### src/rtl/rgbpo_pkg.sv
// Shared types and constants of the RGB pixel point operation block.
// Depends on nothing; every other file in rtl refers to it by scoped names.
package rgbpo_pkg;

	typedef enum logic [2:0] {
		MODE_PASS     = 3'd0,
		MODE_RED      = 3'd1,
		MODE_GRAY     = 3'd2,
		MODE_THRESH   = 3'd3,
		MODE_BRIGHT   = 3'd4,
		MODE_CONTRAST = 3'd5,
		MODE_WHITEN   = 3'd6
	} mode_t;

	typedef enum logic [2:0] {
		REG_MODE         = 3'd0,
		REG_THRESHOLD    = 3'd1,
		REG_GAIN         = 3'd2,
		REG_TARGET_RED   = 3'd3,
		REG_TARGET_GREEN = 3'd4,
		REG_TARGET_BLUE  = 3'd5
	} reg_index_t;

	localparam int CFG_DATA_W = 16;

	localparam logic [7:0]  MID_LEVEL   = 8'd128;
	localparam logic [7:0]  FULL_LEVEL  = 8'd255;
	// Reciprocal of three in units of 2^-11, exact for sums up to 765.
	localparam logic [9:0]  THIRD_RECIP = 10'd683;
	localparam logic [25:0] CONTRAST_BIAS = 26'd32768;

	typedef struct packed {
		logic [7:0] red_in;
		logic [7:0] green_in;
		logic [7:0] blue_in;
		logic       last_in;
	} pixel_t;

	typedef struct packed {
		logic [7:0] red_out;
		logic [7:0] green_out;
		logic [7:0] blue_out;
		logic       last_out;
	} result_t;

	typedef struct packed {
		mode_t       mode;
		logic [7:0]  threshold;
		logic [15:0] gain;
		logic [7:0]  target_red;
		logic [7:0]  target_green;
		logic [7:0]  target_blue;
	} cfg_t;

	typedef struct packed {
		logic             valid;
		pixel_t           pix;
		logic [9:0]       sum;
		logic [2:0][25:0] prod;
		logic [2:0][7:0]  adiff;
	} stage1_t;

	typedef struct packed {
		logic             valid;
		pixel_t           pix;
		logic [7:0]       avg;
		logic [2:0][7:0]  chan;
		logic [2:0][15:0] sq;
		logic [2:0][15:0] tsq;
	} stage2_t;

	typedef struct packed {
		logic            valid;
		pixel_t          pix;
		logic [7:0]      avg;
		logic [2:0][7:0] chan;
		logic [17:0]     dsum;
		logic [17:0]     nsum;
	} stage3_t;

endpackage

### src/rtl/rgb_pixel_point_operation.sv
// Top level of the RGB pixel point operation block: configuration registers and pipeline.
// Depends on rgbpo_pkg, rgbpo_front, rgbpo_mid and rgbpo_back.
//
// Channel   Ports                       Direction  Beat taken when
// pixel     start, busy, pixel          in         start high and busy low
// result    done, result                out        done high (cannot be held off)
// config    cfg_we, cfg_index, cfg_data in         cfg_we high
//
// A pixel beat is taken every cycle; busy is always low.
// Each result appears after its pixel has passed the four register stages, for one cycle, with done high.
// Four register stages: products and sums, saturation and squares,
// distance sums, result select; the gain multipliers set the first stage.
// Reset clears the stage valid bits and loads the register reset values.
module rgb_pixel_point_operation (
	input  logic                                clk,
	input  logic                                arst_n,
	input  logic                                start,
	output logic                                busy,
	input  rgbpo_pkg::pixel_t                   pixel,
	output logic                                done,
	output rgbpo_pkg::result_t                  result,
	input  logic                                cfg_we,
	input  logic [2:0]                          cfg_index,
	input  logic [rgbpo_pkg::CFG_DATA_W-1:0]    cfg_data
);

	rgbpo_pkg::cfg_t    cfg_q;
	rgbpo_pkg::stage1_t st_s1;
	rgbpo_pkg::stage2_t st_s2;

	assign busy = 1'b0;

	always_ff @(posedge clk or negedge arst_n) begin
		if (!arst_n) begin
			cfg_q.mode         <= rgbpo_pkg::MODE_PASS;
			cfg_q.threshold    <= 8'd127;
			cfg_q.gain         <= 16'd256;
			cfg_q.target_red   <= 8'd0;
			cfg_q.target_green <= 8'd0;
			cfg_q.target_blue  <= 8'd0;
		end else if (cfg_we) begin
			case (rgbpo_pkg::reg_index_t'(cfg_index))
				rgbpo_pkg::REG_MODE:         cfg_q.mode <= rgbpo_pkg::mode_t'(cfg_data[2:0]);
				rgbpo_pkg::REG_THRESHOLD:    cfg_q.threshold <= cfg_data[7:0];
				rgbpo_pkg::REG_GAIN:         cfg_q.gain <= cfg_data;
				rgbpo_pkg::REG_TARGET_RED:   cfg_q.target_red <= cfg_data[7:0];
				rgbpo_pkg::REG_TARGET_GREEN: cfg_q.target_green <= cfg_data[7:0];
				rgbpo_pkg::REG_TARGET_BLUE:  cfg_q.target_blue <= cfg_data[7:0];
				default: begin
				end
			endcase
		end
	end

	rgbpo_front u_front (
		.clk      (clk),
		.arst_n   (arst_n),
		.in_valid (start && !busy),
		.pix      (pixel),
		.cfg      (cfg_q),
		.st_s1    (st_s1)
	);

	rgbpo_mid u_mid (
		.clk    (clk),
		.arst_n (arst_n),
		.cfg    (cfg_q),
		.st_s1  (st_s1),
		.st_s2  (st_s2)
	);

	rgbpo_back u_back (
		.clk    (clk),
		.arst_n (arst_n),
		.cfg    (cfg_q),
		.st_s2  (st_s2),
		.done   (done),
		.result (result)
	);

endmodule

### src/rtl/rgbpo_front.sv
// First pipeline stage: channel sum, gain products and distances to the target.
// Depends on rgbpo_pkg.
module rgbpo_front (
	input  logic               clk,
	input  logic               arst_n,
	input  logic               in_valid,
	input  rgbpo_pkg::pixel_t  pix,
	input  rgbpo_pkg::cfg_t    cfg,
	output rgbpo_pkg::stage1_t st_s1
);

	logic [2:0][7:0]  chan;
	logic [2:0][7:0]  tgt;
	logic [2:0][25:0] prod;
	logic [2:0][7:0]  adiff;

	assign chan = {pix.blue_in, pix.green_in, pix.red_in};
	assign tgt  = {cfg.target_blue, cfg.target_green, cfg.target_red};

	always_comb begin
		logic signed [8:0] op;
		logic signed [16:0] g;
		for (int i = 0; i < 3; i++) begin
			g = $signed({1'b0, cfg.gain});
			if (cfg.mode == rgbpo_pkg::MODE_CONTRAST) begin
				op = $signed({1'b0, chan[i]} - {1'b0, rgbpo_pkg::MID_LEVEL});
			end else begin
				op = $signed({1'b0, chan[i]});
			end
			prod[i] = 26'(g) * 26'(op);
			adiff[i] = (chan[i] > tgt[i]) ? (chan[i] - tgt[i]) : (tgt[i] - chan[i]);
		end
	end

	always_ff @(posedge clk or negedge arst_n) begin
		if (!arst_n) begin
			st_s1 <= '0;
		end else begin
			st_s1.valid <= in_valid;
			st_s1.pix   <= pix;
			st_s1.sum   <= 10'(pix.red_in) + 10'(pix.green_in) + 10'(pix.blue_in);
			st_s1.prod  <= prod;
			st_s1.adiff <= adiff;
		end
	end

endmodule

### src/rtl/rgbpo_mid.sv
// Second pipeline stage: average, saturated gain results, squared distances and squared targets.
// Depends on rgbpo_pkg.
module rgbpo_mid (
	input  logic               clk,
	input  logic               arst_n,
	input  rgbpo_pkg::cfg_t    cfg,
	input  rgbpo_pkg::stage1_t st_s1,
	output rgbpo_pkg::stage2_t st_s2
);

	logic [19:0]      avg_prod;
	logic [2:0][7:0]  chan;
	logic [2:0][7:0]  tgt;
	logic [2:0][15:0] sq;
	logic [2:0][15:0] tsq;

	assign avg_prod = 20'(st_s1.sum) * 20'(rgbpo_pkg::THIRD_RECIP);
	assign tgt = {cfg.target_blue, cfg.target_green, cfg.target_red};

	always_comb begin
		logic [25:0] v;
		for (int i = 0; i < 3; i++) begin
			v = st_s1.prod[i] + rgbpo_pkg::CONTRAST_BIAS;
			if (cfg.mode == rgbpo_pkg::MODE_CONTRAST) begin
				if (v[25]) begin
					chan[i] = 8'd0;
				end else if (v[24:16] != 9'd0) begin
					chan[i] = rgbpo_pkg::FULL_LEVEL;
				end else begin
					chan[i] = v[15:8];
				end
			end else begin
				if (st_s1.prod[i][25:16] != 10'd0) begin
					chan[i] = rgbpo_pkg::FULL_LEVEL;
				end else begin
					chan[i] = st_s1.prod[i][15:8];
				end
			end
			sq[i]  = 16'(st_s1.adiff[i]) * 16'(st_s1.adiff[i]);
			tsq[i] = 16'(tgt[i]) * 16'(tgt[i]);
		end
	end

	always_ff @(posedge clk or negedge arst_n) begin
		if (!arst_n) begin
			st_s2 <= '0;
		end else begin
			st_s2.valid <= st_s1.valid;
			st_s2.pix   <= st_s1.pix;
			st_s2.avg   <= avg_prod[18:11];
			st_s2.chan  <= chan;
			st_s2.sq    <= sq;
			st_s2.tsq   <= tsq;
		end
	end

endmodule

### src/rtl/rgbpo_back.sv
// Third and fourth pipeline stages: distance sums, whiten test and result select.
// Depends on rgbpo_pkg.
module rgbpo_back (
	input  logic               clk,
	input  logic               arst_n,
	input  rgbpo_pkg::cfg_t    cfg,
	input  rgbpo_pkg::stage2_t st_s2,
	output logic               done,
	output rgbpo_pkg::result_t result
);

	rgbpo_pkg::stage3_t st_s3;
	logic [24:0]        d100;
	logic               white;
	logic               above;
	rgbpo_pkg::result_t res;

	always_ff @(posedge clk or negedge arst_n) begin
		if (!arst_n) begin
			st_s3 <= '0;
		end else begin
			st_s3.valid <= st_s2.valid;
			st_s3.pix   <= st_s2.pix;
			st_s3.avg   <= st_s2.avg;
			st_s3.chan  <= st_s2.chan;
			st_s3.dsum  <= 18'(st_s2.sq[0]) + 18'(st_s2.sq[1]) + 18'(st_s2.sq[2]);
			st_s3.nsum  <= 18'(st_s2.tsq[0]) + 18'(st_s2.tsq[1]) + 18'(st_s2.tsq[2]);
		end
	end

	// Multiply by 100 as 64 + 32 + 4.
	assign d100  = {1'b0, st_s3.dsum, 6'd0} + {2'b0, st_s3.dsum, 5'd0}
		+ {5'b0, st_s3.dsum, 2'd0};
	assign white = (st_s3.nsum != 18'd0) && (d100 <= {7'd0, st_s3.nsum});
	assign above = st_s3.avg > cfg.threshold;

	always_comb begin
		res.red_out   = st_s3.pix.red_in;
		res.green_out = st_s3.pix.green_in;
		res.blue_out  = st_s3.pix.blue_in;
		res.last_out  = st_s3.pix.last_in;
		case (cfg.mode)
			rgbpo_pkg::MODE_RED: begin
				res.green_out = 8'd0;
				res.blue_out  = 8'd0;
			end
			rgbpo_pkg::MODE_GRAY: begin
				res.red_out   = st_s3.avg;
				res.green_out = st_s3.avg;
				res.blue_out  = st_s3.avg;
			end
			rgbpo_pkg::MODE_THRESH: begin
				res.red_out   = above ? rgbpo_pkg::FULL_LEVEL : 8'd0;
				res.green_out = above ? rgbpo_pkg::FULL_LEVEL : 8'd0;
				res.blue_out  = above ? rgbpo_pkg::FULL_LEVEL : 8'd0;
			end
			rgbpo_pkg::MODE_BRIGHT, rgbpo_pkg::MODE_CONTRAST: begin
				res.red_out   = st_s3.chan[0];
				res.green_out = st_s3.chan[1];
				res.blue_out  = st_s3.chan[2];
			end
			rgbpo_pkg::MODE_WHITEN: begin
				if (white) begin
					res.red_out   = rgbpo_pkg::FULL_LEVEL;
					res.green_out = rgbpo_pkg::FULL_LEVEL;
					res.blue_out  = rgbpo_pkg::FULL_LEVEL;
				end
			end
			default: begin
			end
		endcase
	end

	always_ff @(posedge clk or negedge arst_n) begin
		if (!arst_n) begin
			done <= 1'b0;
		end else begin
			done <= st_s3.valid;
		end
	end

	always_ff @(posedge clk) begin
		result <= res;
	end

endmodule
### config.mk
export PLATFORM = sky130hd
export DESIGN_NAME = rgb_pixel_point_operation
export DESIGN_NICKNAME = d
export VERILOG_FILES = /design/src/rtl/rgbpo_pkg.sv /design/src/rtl/rgb_pixel_point_operation.sv /design/src/rtl/rgbpo_front.sv /design/src/rtl/rgbpo_mid.sv /design/src/rtl/rgbpo_back.sv
export SDC_FILE = /design/constraint.sdc
export NUM_CORES = 2
export LEC_CHECK = 0
export BUFFER_PORTS_ARGS = -buffer_cell sky130_fd_sc_hd__buf_2
export CAP_MARGIN = 20
export CORE_MARGIN = 3
export CORE_UTILIZATION = 35
export DETAILED_ROUTE_END_ITERATION = 16
export SYNTH_ARGS = -nofsm -noshare
export SYNTH_HDL_FRONTEND = slang
export SYNTH_SLANG_ARGS = --single-unit
export TNS_END_PERCENT = 20
### constraint.sdc
create_clock -name clk -period 15.3 [get_ports clk]
set_clock_uncertainty 0.2 [all_clocks]
set_input_delay 3.06 -clock clk [delete_from_list [all_inputs] [get_ports clk]]
set_output_delay 3.06 -clock clk [all_outputs]
set_load 0.03 [all_outputs]
# Yosys cells after proc, flatten, opt, wreduce, memory -nomap -nowiden
# Cells that the tools add are included.
# word_totals
regBits,463
inputBits,48
out_inout_bits,27
wordCells,133
# classes
addsub,20
n_mul,10
magnitude_cmp,5
eq_ne,11
n_mux,22
n_reduce_logical,16
# op_table
operator,count
$mux 8,16
$mul 8x8->16,6
$pmux 16 s5,1
$add 26x16->26 const B,3
$mul 17x9->26,3
$sub 8x8->8,6
$add 18x16->18,2
$add 16x16->17,2
$gt 8x8->1,4
$pmux 8 s4,1
$reduce_bool 10->1,3
$mux 9,3
$reduce_bool 9->1,3
$sub 8x8->9 const B,3
$add 24x23->25,1
$add 25x20->25,1
$le 25x18->1,1
$mux 24,1
$mul 10x10->19 const B,1
$reduce_bool 18->1,1
$eq 3x3->1 const B,5
$eq 3x2->1 const B,4
$reduce_and 2->1,6
$add 10x8->10,1
5 further kinds,6

# Logic depth before layout (Yosys ltp)
# depth
word_depth,6
mapped_depth,26
depth_no_buf,24

# Modules after synthesis
# A second synthesis with hierarchy kept.
# hier_totals
cells_unflattened,4832
area_unflattened_um2,46833.7
# modules_own_cells
module,n_inst,cells_per_inst,area_each_um2
rgbpo_front,1,2196,20614.8
rgbpo_mid,1,1600,15780.1
rgbpo_back,1,922,8431.8
rgb_pixel_point_operation,1,114,2006.9

# Least setup slack after synthesis
# OpenSTA, ideal clock, no wires.
# synth_path
kind,input to register
start,input pixel[24] in the netlist's numbering
end,"register, netlist name u_front.st_s1[48]"
arrival_time_ps,8352
t_required_ps,15020
slack_ps,6668
cell_stages,21
n_path_buf,1
path_cell_list,inv_1 -> ha_1 -> clkbuf_1 -> nand2b_1 -> fa_1 -> fa_1 -> inv_1 -> fa_1 -> fa_1 -> inv_1 -> fa_1 -> inv_1 -> ha_1 -> nor2b_1 -> nor4_1 -> o31ai_2 -> o41ai_2 -> o21ai_1 -> or2_2 -> a21oi_1 -> xnor2_1
# synth_rtl
item,line_no,source
from (decl),rgb_pixel_point_operation.sv:19,"input rgbpo_pkg::pixel_t pixel,"

==> results.json <==
{
  "antenna_found_initial": 9,
  "ys_seq_area_share_pct": 24.4,
  "core_um2": 124000,
  "yosys.cell_types.count": 73,
  "multi_input_area_um2": 29800,
  "cts.sinks": 433,
  "cts_tree": "yes",
  "final_area_um2": 47800,
  "fin_util_pct": 38.5,
  "root_buffer": "clkbuf_16",
  "dieArea_um2": 130000,
  "vias": 30600,
  "ios": 75,
  "yosysWarnings": 0,
  "tns_ns": 0,
  "syn_area_um2": 44000,
  "drc": 0,
  "wl_per_cell_um": 16.4,
  "die_w_um": 361,
  "placed_area_um2": 46100,
  "crit_path_max_fanout": 16,
  "cts_buffers": 48,
  "critPathSlowestCell": "ha_1",
  "crit_chain": "buf_2 -> inv_1 -> ha_1 -> nand2b_1 -> fa_1 -> fa_1 -> inv_1 -> fa_1 -> fa_1 -> inv_1 -> fa_1 -> inv_1 -> ha_1 -> nor2b_1 -> nor4_1 -> o31ai_2 -> o41ai_2 -> o21ai_1 -> or2_2 -> a21oi_1 -> xnor2_1",
  "synthArstFlopShare_pct": 94.2,
  "worstPathArrival_ns": 9.18,
  "slew_headroom_pct": 31.0,
  "track_usage_pct": 16.1,
  "cap_violations": 0,
  "cp_common_cell": "fa_1",
  "drive_above_1_share_pct": 5.96,
  "finalCritPeriodShare_pct": 58.0,
  "overflow": 0,
  "critPathCaptureType": "flip-flop",
  "cts_resized": 0,
  "crit_path_max_incr_delay_ns": 0.65,
  "path_buf_inv": 5,
  "drt-pass1-iter-count": 5,
  "row_count": 129,
  "finalHoldViolCount": 0,
  "wl_mm": 103,
  "seq_area_um2": 10700,
  "avgViaCountPerCell": 4.89,
  "final_antenna_net_count": 0,
  "cpLargestDelayFamily": "adder cells",
  "startpoint_type": "input pin",
  "cp.required_ns": 15.61,
  "ys_ff_latch": 433,
  "synth_edf_count": 0,
  "slew_viol_final": 0,
  "ys.flop_type": "dfrtp_1",
  "worst_slew_pin_slew_ns": 1.03,
  "cts-hold-fix-buffers": 0,
  "dp_hpwl_mm": 80.2,
  "nFillCells": 12300,
  "rsz0062_at_grt": "no",
  "die_h_um": 361,
  "drt-initial-drc-count": 1693,
  "clock_latency_ns": 0.60,
  "grt_pass1_vias": 32100,
  "synth_cells": 4548,
  "final_nets": 5712,
  "syn2layout_area_growth_pct": 8.66,
  "grt_pass1_wl_mm": 170,
  "cts_buffer_depth": 3,
  "htree_levels": 2,
  "syn_area_per_cell_um2": 9.67,
  "initial_core_util_pct": 35.4,
  "numPortBuffers": 73,
  "status": "completed",
  "crit_type": "in -> reg",
  "cts.clk_slew.worst_paths_ns": 0.07,
  "cts_setup_buffers": 0,
  "setup-violations-final": 0,
  "hold_path_class": "reg -> reg",
  "fmax_mhz": 113,
  "period_minus_slack_ns": 8.87,
  "place.gp.congestion": 0.844,
  "grt_max_degree": 83
}
[area by class of cell]
type	instances	area share, %
Multi-Input combinational cell	3193	62.3
Sequential cell	433	22.4
Antenna cell	3	0.0157
Tap cell	1637	4.29
Clock inverter	27	0.592
Clock buffer	62	2.82
Timing Repair Buffer	102	1.28
Inverter	798	6.27
[cell usage after synthesis (all sizes together), types with 28 or more instances]
cell | count | area share [%]
a211oi | 28 | 0.52
a21o | 86 | 1.5
a21oi | 162 | 1.9
and2 | 229 | 3.3
clkbuf | 119 | 1.0
dfrtp | 400 | 23
fa | 490 | 22
ha | 598 | 17
inv | 794 | 6.8
mux2 | 44 | 1.1
nand2 | 321 | 2.7
nand2b | 31 | 0.44
nand3 | 37 | 0.42
nor2 | 318 | 2.7
nor2b | 68 | 0.97
nor3 | 67 | 0.76
o21a | 52 | 0.89
o21ai | 136 | 1.6
o21bai | 30 | 0.51
o22ai | 29 | 0.41
xnor2 | 178 | 3.5
xor2 | 67 | 1.3
[through the flow]
| step | std cells | setup slack [ns] | hold slack, ns |
|---|---|---|---|
| floorplan | 4552 | 6.67 | 0.124 |
| global placement | 6162 | 6.00 | 0.131 |
| detailed placement | 6162 | 5.85 | 0.135 |
| CTS | 6251 | 6.44 | 0.145 |
| global route | 6252 | 5.96 | 0.146 |
| finish | 6255 | 6.43 | 0.141 |
[path summary, 6_finish.rpt]
check,slack [ns],to,depth (start not counted),start
min in group asynchronous,2.26,cfg_q[39],1,arst_n
hold reg to reg,0.14,u_mid.st_s2[152],0,u_front.st_s1[136]
hold / removal,0.14,u_mid.st_s2[152],0,u_front.st_s1[136]
setup reg to reg,7.52,u_front.st_s1[48],22,cfg_q[48]
setup / recovery,6.43,u_front.st_s1[48],21,pixel[24]
max in group asynchronous,10.37,u_back.st_s3[57],3,arst_n
[registers in the layout, indices dropped and copies added, names as in the netlist]
signal / flops
u_front.st_s1: 114
u_mid.st_s2: 148
cfg_q: 51
u_back.done: 1
u_back.res: 1
u_back.result: 25
u_back.st_s3: 93
[cell families after synthesis]
kind of cell | count (synthesis) | synth area share (%)
and+or+nand+nor | 1167 | 12.7
DFF | 433 | 24.4
other | 1 | 0.00853
muxes | 52 | 1.31
buffers and inverters | 926 | 7.99
AOI/OAI and AO/OA | 636 | 9.41
adders and majority gates | 1088 | 39.3
xor gates and xnor gates | 245 | 4.88
[routing by layer]
metal | routed length, µm | GRT usage, % | vias to the layer above | part of all wire [%]
li1 | - | - | 14600 | -
met1 | 46600 | 21.7 | 15300 | 45
met2 | 48400 | 27.1 | 562 | 47
met3 | 4930 | 2.47 | 131 | 4.8
met4 | 2610 | 4.24 | 4 | 2.5
met5 | 34 | 0 | - | 0.033
[cell usage in the layout, fill, tap and decap left out, types with 18 or more instances in the layout]
cell type	n
inv_1	794
ha_1	598
fa_1	490
dfrtp_1	400
nand2_1	321
nor2_1	317
and2_1	229
xnor2_1	178
a21oi_1	159
o21ai_0	132
a21o_1	86
buf_2	72
nor2b_1	68
xor2_1	67
nor3_1	66
o21a_1	52
clkbuf_16	50
mux2_2	44
nand3_1	37
nand2b_1	31
o21bai_1	30
o22ai_1	29
buf_4	28
dfxtp_1	25
a211oi_1	24
or2_2	20
a31oi_1	18
Power is not shown: default switching activity piles up to over one toggle a cycle in this logic, so the estimate is an artifact.
